## src/assert_macros.svh

```systemverilog
// shared assertion macros
`ifndef ASSERT_MACROS_SVH
`define ASSERT_MACROS_SVH

// same-cycle implication, gated by synchronous active-low reset
`define ASSERT_IMPL(lbl, clk_s, rstn_s, pre, post) \
  lbl: assert property (@(posedge clk_s) disable iff (!(rstn_s)) (pre) |-> (post)) \
    else $error("%m: check failed");

// next-cycle implication
`define ASSERT_NEXT(lbl, clk_s, rstn_s, pre, post) \
  lbl: assert property (@(posedge clk_s) disable iff (!(rstn_s)) (pre) |=> (post)) \
    else $error("%m: check failed");

`endif

```

## src/ctxseg_pkg.sv

```systemverilog
package ctxseg_pkg;

  typedef enum logic [1:0] {
    CMD_BYTE     = 2'd0,
    CMD_TX_DONE  = 2'd1,
    CMD_TICK     = 2'd2,
    CMD_ARB_LOST = 2'd3
  } cmd_t;

  typedef struct packed {
    logic [7:0]  status;
    logic [31:0] id;
    logic [63:0] data;
  } frame_t;

  typedef struct packed {
    logic push;
    logic pop;
  } q_ctrl_t;

  localparam logic [15:0] TIMEOUT_RESET = 16'd3000;
  localparam logic [3:0]  FULL_LEN      = 4'd8;
  localparam int unsigned BYTES_PER_FRAME = 8;

endpackage

```

## src/ctxseg_frame_queue.sv

```systemverilog
`include "assert_macros.svh"

module ctxseg_frame_queue
  import ctxseg_pkg::*;
#(
  parameter int unsigned DEPTH = 16,
  localparam int unsigned PTR_W = $clog2(DEPTH),
  localparam int unsigned CNT_W = $clog2(DEPTH + 1)
) (
  input  logic             clk,
  input  logic             rst_n,
  input  q_ctrl_t          ctrl,
  input  frame_t           wr_frame,
  output frame_t           head,
  output logic [CNT_W-1:0] count
);

  frame_t             mem [DEPTH];
  frame_t             head_r;
  logic [PTR_W-1:0]   wp_r, wp_nxt;
  logic [PTR_W-1:0]   rp_r, rp_nxt;
  logic [CNT_W-1:0]   count_r, count_nxt;

  function automatic logic [PTR_W-1:0] ptr_inc(input logic [PTR_W-1:0] p);
    return (p == PTR_W'(DEPTH - 1)) ? '0 : p + PTR_W'(1);
  endfunction

  always_comb begin
    wp_nxt    = ctrl.push ? ptr_inc(wp_r) : wp_r;
    rp_nxt    = ctrl.pop ? ptr_inc(rp_r) : rp_r;
    count_nxt = count_r + CNT_W'(ctrl.push) - CNT_W'(ctrl.pop);
  end

  always_ff @(posedge clk) begin
    if (!rst_n) begin
      wp_r    <= '0;
      rp_r    <= '0;
      count_r <= '0;
    end else begin
      wp_r    <= wp_nxt;
      rp_r    <= rp_nxt;
      count_r <= count_nxt;
    end
  end

  // storage write and registered head read, bypassing a same-slot write
  always_ff @(posedge clk) begin
    if (ctrl.push) begin
      mem[wp_r] <= wr_frame;
    end
    if (ctrl.push && (wp_r == rp_nxt)) begin
      head_r <= wr_frame;
    end else begin
      head_r <= mem[rp_nxt];
    end
  end

  // empty queue: the frame written this cycle is the head
  assign head  = (count_r == '0) ? wr_frame : head_r;
  assign count = count_r;

  `ASSERT_IMPL(a_count_bound, clk, rst_n, 1'b1, count_r <= CNT_W'(DEPTH))
  `ASSERT_IMPL(a_no_push_full, clk, rst_n, ctrl.push, count_r != CNT_W'(DEPTH))
  `ASSERT_IMPL(a_pop_has_frame, clk, rst_n, ctrl.pop, (count_r != '0) || ctrl.push)

endmodule

```

## src/can_tx_frame_segmenter_queue_top.sv

```systemverilog
// can transmit segmenter with frame queue
// input channel: one beat per command (payload byte, transmit complete,
//   timer tick, arbitration lost) with message id, format flags and the byte
// result channel: exactly one beat per input beat, carrying the frame handed
//   to the controller (if any), resend and dropped flags and the queue level
// cfg port: cfg_wr_en writes the 16-bit timeout in ticks, reset value 3000
// path: an input beat is captured in the input register, then its result is
//   written to the result register when the beat is processed
// throughput: one beat per cycle unless stalled; each beat updates assembly,
//   at most one queue slot and the send handshake state in a single pass
// queue: a slot array with a registered head read and a write bypass
// stall: when out_stall holds the result register full, the pending input
//   beat waits in the input register and in_stall rises in turn
// reset: synchronous, clears the queue pointers, assembly, busy and timer;
//   slot contents are not cleared and need no clearing pass
`include "assert_macros.svh"

module can_tx_frame_segmenter_queue_top
  import ctxseg_pkg::*;
#(
  parameter int unsigned QUEUE_DEPTH       = 16,
  parameter int unsigned MAX_MESSAGE_BYTES = 2048,
  localparam int unsigned CNT_W = $clog2(QUEUE_DEPTH + 1),
  localparam int unsigned LEN_W = $clog2(MAX_MESSAGE_BYTES + 1)
) (
  input  logic             clk,
  input  logic             rst_n,
  // input channel
  input  logic             in_valid,
  output logic             in_stall,
  input  logic [1:0]       in_cmd,
  input  logic [28:0]      in_msg_id,
  input  logic             in_extended,
  input  logic             in_remote,
  input  logic [7:0]       in_data_byte,
  input  logic             in_last_byte,
  // result channel
  output logic             out_valid,
  input  logic             out_stall,
  output logic             out_load_frame,
  output logic [7:0]       out_frame_status,
  output logic [31:0]      out_frame_id,
  output logic [63:0]      out_frame_data,
  output logic             out_resend,
  output logic             out_dropped,
  output logic [CNT_W-1:0] out_queued_count,
  // configuration
  input  logic             cfg_wr_en,
  input  logic [15:0]      cfg_wr_data
);

  // input register
  logic        in_v_r;
  cmd_t        cmd_r;
  logic [28:0] id_r;
  logic        ext_r;
  logic        rem_r;
  logic [7:0]  byte_r;
  logic        last_r;

  // block state
  logic [15:0]      timeout_r;
  logic [63:0]      asm_r, asm_nxt;
  logic [2:0]       fill_r, fill_nxt;
  logic [LEN_W-1:0] len_r, len_nxt;
  logic             busy_r, busy_nxt;
  logic [15:0]      timer_r, timer_nxt;

  // result register
  logic             out_v_r;
  logic             load_r;
  frame_t           frame_r;
  logic             resend_r;
  logic             dropped_r;
  logic [CNT_W-1:0] qcount_r;

  // per-beat logic
  logic             fire;
  q_ctrl_t          q_ctrl;
  frame_t           push_frame;
  frame_t           head;
  logic [CNT_W-1:0] q_count;
  logic [CNT_W-1:0] count_after;
  logic             push_req;
  logic             load_req;
  logic             idle_if_empty;
  logic             full;
  logic             resend;
  logic             dropped;
  logic [63:0]      merged;
  logic [31:0]      aligned;
  logic [15:0]      timer_dec;
  logic             load;

  // a beat is processed whenever the result register is free or draining
  assign fire     = in_v_r && (!out_v_r || !out_stall);
  assign in_stall = in_v_r && !fire;

  always_ff @(posedge clk) begin
    if (!rst_n) begin
      in_v_r <= 1'b0;
    end else if (!in_stall) begin
      in_v_r <= in_valid;
    end
  end

  always_ff @(posedge clk) begin
    if (in_valid && !in_stall) begin
      cmd_r  <= cmd_t'(in_cmd);
      id_r   <= in_msg_id;
      ext_r  <= in_extended;
      rem_r  <= in_remote;
      byte_r <= in_data_byte;
      last_r <= in_last_byte;
    end
  end

  always_ff @(posedge clk) begin
    if (!rst_n) begin
      timeout_r <= TIMEOUT_RESET;
    end else if (cfg_wr_en) begin
      timeout_r <= cfg_wr_data;
    end
  end

  // extended ids sit at bit 3, standard ids at bit 21
  assign aligned = ext_r ? {id_r, 3'b000} : {id_r[10:0], 21'd0};
  assign full    = (q_count == CNT_W'(QUEUE_DEPTH));

  always_comb begin
    asm_nxt       = asm_r;
    fill_nxt      = fill_r;
    len_nxt       = len_r;
    busy_nxt      = busy_r;
    timer_nxt     = timer_r;
    push_req      = 1'b0;
    push_frame    = '0;
    load_req      = 1'b0;
    idle_if_empty = 1'b0;
    resend        = 1'b0;
    dropped       = 1'b0;
    merged        = asm_r;
    timer_dec     = (timer_r != '0) ? timer_r - 16'd1 : '0;

    // drop the byte into the lane picked by the fill level
    for (int i = 0; i < BYTES_PER_FRAME; i++) begin
      if (fill_r == 3'(i)) begin
        merged[63 - 8 * i -: 8] = byte_r;
      end
    end

    if (fire) begin
      case (cmd_r)
        CMD_BYTE: begin
          if (rem_r) begin
            // remote message: one dataless frame, partial assembly discarded
            if (last_r) begin
              asm_nxt    = '0;
              fill_nxt   = '0;
              len_nxt    = '0;
              push_req   = 1'b1;
              push_frame = '{status: {ext_r, 1'b1, 6'd0}, id: aligned, data: 64'd0};
            end
          end else begin
            if (len_r >= LEN_W'(MAX_MESSAGE_BYTES)) begin
              dropped = 1'b1;
            end else begin
              len_nxt = len_r + LEN_W'(1);
              if (fill_r == 3'(BYTES_PER_FRAME - 1)) begin
                push_req   = 1'b1;
                push_frame = '{status: {ext_r, 3'd0, FULL_LEN}, id: aligned, data: merged};
                asm_nxt    = '0;
                fill_nxt   = '0;
              end else begin
                asm_nxt  = merged;
                fill_nxt = fill_r + 3'd1;
              end
            end
            if (last_r) begin
              // flush a short final frame
              if (fill_nxt != '0) begin
                push_req   = 1'b1;
                push_frame = '{status: {ext_r, 3'd0, 1'b0, fill_nxt}, id: aligned,
                               data: asm_nxt};
              end
              asm_nxt  = '0;
              fill_nxt = '0;
              len_nxt  = '0;
            end
          end
          load_req = last_r && !busy_r;
        end
        CMD_TX_DONE: begin
          load_req      = 1'b1;
          idle_if_empty = 1'b1;
        end
        CMD_TICK: begin
          if (busy_r) begin
            timer_nxt = timer_dec;
            if (timer_dec == '0) begin
              busy_nxt = 1'b0;
            end
          end
        end
        CMD_ARB_LOST: begin
          resend = 1'b1;
        end
        default: begin
          resend = 1'b0;
        end
      endcase
    end

    // queue full: frame is lost
    q_ctrl.push = push_req && !full;
    if (push_req && full) begin
      dropped = 1'b1;
    end

    // hand the head frame to the controller, possibly the one just queued
    load       = load_req && ((q_count != '0) || q_ctrl.push);
    q_ctrl.pop = load;
    if (load) begin
      busy_nxt  = 1'b1;
      timer_nxt = timeout_r;
    end else if (idle_if_empty) begin
      busy_nxt = 1'b0;
    end

    count_after = q_count + CNT_W'(q_ctrl.push) - CNT_W'(q_ctrl.pop);
  end

  ctxseg_frame_queue #(
    .DEPTH (QUEUE_DEPTH)
  ) u_queue (
    .clk      (clk),
    .rst_n    (rst_n),
    .ctrl     (q_ctrl),
    .wr_frame (push_frame),
    .head     (head),
    .count    (q_count)
  );

  always_ff @(posedge clk) begin
    if (!rst_n) begin
      asm_r   <= '0;
      fill_r  <= '0;
      len_r   <= '0;
      busy_r  <= 1'b0;
      timer_r <= '0;
    end else begin
      asm_r   <= asm_nxt;
      fill_r  <= fill_nxt;
      len_r   <= len_nxt;
      busy_r  <= busy_nxt;
      timer_r <= timer_nxt;
    end
  end

  // result register: fills on a processed beat, empties when taken
  always_ff @(posedge clk) begin
    if (!rst_n) begin
      out_v_r <= 1'b0;
    end else if (fire) begin
      out_v_r <= 1'b1;
    end else if (!out_stall) begin
      out_v_r <= 1'b0;
    end
  end

  always_ff @(posedge clk) begin
    if (fire) begin
      load_r    <= load;
      frame_r   <= load ? head : '0;
      resend_r  <= resend;
      dropped_r <= dropped;
      qcount_r  <= count_after;
    end
  end

  assign out_valid        = out_v_r;
  assign out_load_frame   = load_r;
  assign out_frame_status = frame_r.status;
  assign out_frame_id     = frame_r.id;
  assign out_frame_data   = frame_r.data;
  assign out_resend       = resend_r;
  assign out_dropped      = dropped_r;
  assign out_queued_count = qcount_r;

  `ASSERT_NEXT(a_load_sets_busy, clk, rst_n, fire && load, busy_r)
  `ASSERT_NEXT(a_fire_fills_out, clk, rst_n, fire, out_v_r)
  `ASSERT_IMPL(a_empty_msg_no_fill, clk, rst_n, len_r == '0, fill_r == '0)

endmodule
```

## config.mk

```make
export PLATFORM = sky130hd
export DESIGN_NAME = can_tx_frame_segmenter_queue_top
export DESIGN_NICKNAME = d
export VERILOG_FILES = /design/src/ctxseg_pkg.sv /design/src/ctxseg_frame_queue.sv /design/src/can_tx_frame_segmenter_queue_top.sv
export VERILOG_INCLUDE_DIRS = /design/src /design/src/src
export SDC_FILE = /design/constraint.sdc
export NUM_CORES = 2
export LEC_CHECK = 0
export BUFFER_PORTS_ARGS = -buffer_cell sky130_fd_sc_hd__buf_2
export CAP_MARGIN = 10
export CELL_PAD_IN_SITES_DETAIL_PLACEMENT = 1
export CELL_PAD_IN_SITES_GLOBAL_PLACEMENT = 2
export CORE_MARGIN = 10
export CORE_UTILIZATION = 44
export DETAILED_ROUTE_END_ITERATION = 7
export PLACE_DENSITY_LB_ADDON = 0.3
export REMOVE_ABC_BUFFERS = 1
export SYNTH_ARGS = -nofsm -noshare
export SYNTH_HDL_FRONTEND = slang
export SYNTH_SLANG_ARGS = --single-unit
export TNS_END_PERCENT = 10
```

## constraint.sdc

```tcl
create_clock -name clk -period 10.1 [get_ports clk]
set_clock_uncertainty 0.05 [all_clocks]
set_input_delay 1.01 -clock clk [delete_from_list [all_inputs] [get_ports clk]]
set_output_delay 1.01 -clock clk [all_outputs]
set_load 0.005 [all_outputs]
```

==> results.py <==
metrics = {
    "clocking": {
        "cts_resized": 0,
        "post-cts-setup-buffer-count": 0,
        "cts_inserted_buffers": 192,
        "ctsHoldBuffers": 0,
        "clock-root-buffer": "sky130_fd_sc_hd__clkbuf_16",
        "worstSkewPairLatency_ns": 0.83,
        "htree_levels": 4,
        "cts.sink_count": 1864,
        "post_cts_clock_slew_at_the_launch_and_capture_registers_of_the_worst_setup_and_hold_paths_ns": 0.06,
        "tritoncts_clock_tree": "done",
        "max-clock-path-buffers": 3,
    },
    "power_and_ir_drop": {
        "report.power.total_mw": 16.5,
        "p_per_area_nw_per_um2": 198,
        "irDropWorstVdd_v": 0.000162,
        "static-leakage-power_nw": 26.6,
    },
    "floorplanning": {
        "die_w_um": 428,
        "start_util_pct": 44.3,
        "boundaryPins": 177,
        "placement_rows": 149,
        "core_area_sq_um": 165000,
        "die_height_um": 428,
        "die_area_sq_um": 183000,
    },
    "cells_and_area": {
        "synthToLayoutAreaGrowth_pct": 13.8,
        "final_layout_size_suffix_gt1_share_pct": 27.6,
        "layout.cells.non_filler": 6265,
        "total_number_of_nets_in_the_final_design": 3993,
    },
    "setup_path": {
        "critical_path_class": "flop to flop",
        "cp-start-kind": "flop",
        "worstSetupEndpointType": "flop",
        "timing.critical_path.arrival_ns": 6.00,
        "critical_path_required_ns": 10.47,
        "crit_path_max_fanout": 44,
    },
    "global_route": {
        "grt_start_max_net_pins": 103,
        "vias_in_the_first_global_route": 38700,
        "grt_pass1_wl_um": 275000,
        "grt_use_total_pct": 20.2,
        "antenna_found_initial": 8,
        "gr-total-overflow": 0,
    },
    "timing": {
        "setup_viol_count_final": 0,
        "finalMaxSlewViolations": 0,
        "slew_limit_headroom_pct": 15.1,
        "unrepaired_setup_endpoints_after_global_routing": "no",
        "finalCriticalPeriod_ns": 5.63,
        "hold_violations": 0,
        "least_margin_pin_slew_ns": 1.27,
        "post-route-worst-setup-slack_ns": 4.47,
        "period_utilization_post_route_pct": 55.7,
        "hold_slack_ns": 0.315,
        "fmax_ghz": 0.178,
    },
    "synth": {
        "seq_area_frac_synth_pct": 74.7,
        "synthesis.area_sq_um": 73200,
        "postSynth.topFlopCell": "sky130_fd_sc_hd__edfxtp_1",
        "async_reset_ff_share_pct": 0,
        "synth-warning-count": 0,
        "synthesis.instances": 3626,
        "avgSynthCellArea_sq_um": 20.2,
        "synth_edf_count": 1733,
        "synth.ff_latch_count": 1864,
        "ys_types": 71,
    },
    "run": {
        "max-cap-violations": 0,
    },
    "worst_hold_path": {
        "hold_class": "input pin to flop",
    },
    "place": {
        "io_buffer_count": 171,
        "post-place-ws_ns": 4.33,
        "globalplace.congestion": 0.741,
        "detailed_place_hpwl_um": 105000,
        "dpl.cell_count": 5898,
    },
    "routing": {
        "drcViolationCount": 0,
        "vias": 36700,
        "wire_per_inst_um": 30.0,
        "drt-pass1-iter-count": 5,
        "route.final.wire_length_um": 188000,
        "violation_count_after_the_first_detailed_routing_iteration": 3377,
        "detail_route.vias_per_cell": 5.85,
        "final_antenna_net_count": 0,
    },
    "status": {
        "run_status": "finished clean",
    },
}
[area by class of cell]
class,instances,area [sq um]
clock buffers,237,5030
fillers,14900,81900
multi-input cells,1421,17200
clock inverters,122,1230
diodes,2,5.00
inverters,131,497
well taps,2189,2740
flip-flops and latches,1864,54700
repair buffers,299,1840
[routing by layer]
| layer | track usage, % | wire, um | up-vias | part of all wire (%) |
|---|---|---|---|---|
| li1 | - | - | 15400 | - |
| met2 | 32.9 | 91500 | 1227 | 49 |
| met3 | 3.77 | 11600 | 275 | 6.2 |
| met4 | 5.72 | 4620 | 0 | 2.5 |
| met1 | 27.9 | 80300 | 19800 | 43 |
| met5 | 0 | 0 | - | 0 |
[critical path, cell delays in order, from the launching register on]
cell	delay (ns)
sky130_fd_sc_hd__dfxtp_1	0.49
sky130_fd_sc_hd__ha_1	0.23
sky130_fd_sc_hd__ha_1	0.83
sky130_fd_sc_hd__nor2b_1	0.47
sky130_fd_sc_hd__a211o_1	0.19
sky130_fd_sc_hd__and3_1	0.66
sky130_fd_sc_hd__and3_4	0.74
sky130_fd_sc_hd__buf_4	0.64
sky130_fd_sc_hd__buf_4	0.81
[logic make-up (layout without fill, tap and decap cells)]
| kind of cell | Yosys count | count (layout) | share of synthesized area (%) |
|---|---|---|---|
| other | 1 | 7 | 0.00512 |
| and+or+nand+nor | 422 | 422 | 2.76 |
| adders and majority gates | 21 | 21 | 0.369 |
| muxes | 584 | 584 | 16.5 |
| AOI/OAI and AO/OA | 368 | 368 | 3.43 |
| buffers and inverters | 345 | 789 | 2.02 |
| DFF | 1864 | 1864 | 74.7 |
| xor gates and xnor gates | 21 | 21 | 0.251 |
[cell usage in the layout, fill, tap and decap left out, types with 7 or more instances in the layout]
cell type | Yosys | final
sky130_fd_sc_hd__a22oi_1 | 56 | 56
sky130_fd_sc_hd__edfxtp_1 | 1733 | 1733
sky130_fd_sc_hd__clkbuf_16 | 0 | 194
sky130_fd_sc_hd__xnor2_1 | 12 | 12
sky130_fd_sc_hd__o22ai_1 | 33 | 24
sky130_fd_sc_hd__inv_6 | 0 | 9
sky130_fd_sc_hd__nand3_1 | 10 | 9
sky130_fd_sc_hd__and3_4 | 0 | 12
sky130_fd_sc_hd__and3_1 | 19 | 7
sky130_fd_sc_hd__or3_1 | 7 | 7
sky130_fd_sc_hd__o22ai_2 | 0 | 9
sky130_fd_sc_hd__mux2i_1 | 87 | 87
sky130_fd_sc_hd__dfxtp_1 | 131 | 127
sky130_fd_sc_hd__nand2b_1 | 15 | 14
sky130_fd_sc_hd__clkbuf_1 | 115 | 42
sky130_fd_sc_hd__nor3_1 | 20 | 17
sky130_fd_sc_hd__a22o_1 | 8 | 8
sky130_fd_sc_hd__bufinv_16 | 0 | 23
sky130_fd_sc_hd__ha_1 | 20 | 20
sky130_fd_sc_hd__nand4_1 | 11 | 11
sky130_fd_sc_hd__inv_1 | 127 | 127
sky130_fd_sc_hd__o2bb2ai_1 | 76 | 75
sky130_fd_sc_hd__nand2_1 | 90 | 90
sky130_fd_sc_hd__clkinv_1 | 1 | 44
sky130_fd_sc_hd__nor2_1 | 168 | 167
sky130_fd_sc_hd__buf_2 | 62 | 171
sky130_fd_sc_hd__and2_1 | 34 | 34
sky130_fd_sc_hd__a21oi_1 | 70 | 70
sky130_fd_sc_hd__mux4_2 | 495 | 495
sky130_fd_sc_hd__clkinv_2 | 0 | 37
sky130_fd_sc_hd__xor2_1 | 9 | 9
sky130_fd_sc_hd__o32ai_1 | 11 | 11
sky130_fd_sc_hd__o21ai_0 | 74 | 74
sky130_fd_sc_hd__nor2b_1 | 23 | 20
sky130_fd_sc_hd__buf_4 | 10 | 126
[synth_stat cells, types with 10 or more instances]
cell	count	area, sq um
sky130_fd_sc_hd__edfxtp_1	1733	52000
sky130_fd_sc_hd__mux4_2	495	11100
sky130_fd_sc_hd__nor2_1	168	631
sky130_fd_sc_hd__dfxtp_1	131	2620
sky130_fd_sc_hd__inv_1	127	477
sky130_fd_sc_hd__clkbuf_1	115	432
sky130_fd_sc_hd__nand2_1	90	338
sky130_fd_sc_hd__mux2i_1	87	871
sky130_fd_sc_hd__o2bb2ai_1	76	666
sky130_fd_sc_hd__o21ai_0	74	370
sky130_fd_sc_hd__a21oi_1	70	350
sky130_fd_sc_hd__buf_2	62	310
sky130_fd_sc_hd__a22oi_1	56	420
sky130_fd_sc_hd__and2_1	34	213
sky130_fd_sc_hd__o22ai_1	33	206
sky130_fd_sc_hd__nor2b_1	23	144
sky130_fd_sc_hd__ha_1	20	250
sky130_fd_sc_hd__nor3_1	20	100
sky130_fd_sc_hd__and3_1	19	119
sky130_fd_sc_hd__buf_1	18	67.6
sky130_fd_sc_hd__nand2b_1	15	93.8
sky130_fd_sc_hd__xnor2_1	12	105
sky130_fd_sc_hd__nand4_1	11	68.8
sky130_fd_sc_hd__o32ai_1	11	96.3
sky130_fd_sc_hd__buf_4	10	75.1
sky130_fd_sc_hd__nand3_1	10	50.1
[sequential cells by signal (all words and copies together), names as in the netlist, 3 cells and up, named ones only]
name              flops
u_queue.mem        1584
asm_r                64
out_frame_data       64
id_r                 29
out_frame_id         29
timeout_r            16
timer_r              16
len_r                12
byte_r                8
out_frame_status      6
out_queued_count      5
u_queue.count         5
u_queue.rp_r          4
u_queue.wp_r          4
fill_r                3
[power by group]
group          internal [mW]  total [mW]  switching [mW]
clock network           4.12        7.07            2.95
registers               8.41        8.47          0.0527
logic                  0.456       0.948           0.492
[metrics by stage]
step	setup TNS, ns	cell area (sq um)	util, %
global placement	0	76900	46.6
detailed placement	0	76900	46.6
floorplan	-859.29	72200	-
global route	0	83200	50.4
CTS	0	83200	50.4
finish	0	83200	50.4
[path summary, 6_finish.rpt]
| check | startpoint | endpoint | slack, ns | depth (start not counted) |
|---|---|---|---|---|
| min reg2reg | asm_r[6] | asm_r[6] | 0.41 | 1 |
| min | in_last_byte | last_r | 0.32 | 1 |
| max reg2reg | fill_r[0] | u_queue.mem[10][78] | 4.47 | 8 |
| max | fill_r[0] | u_queue.mem[10][78] | 4.47 | 8 |
No activity file was read; power rests on OpenSTA's default activity.
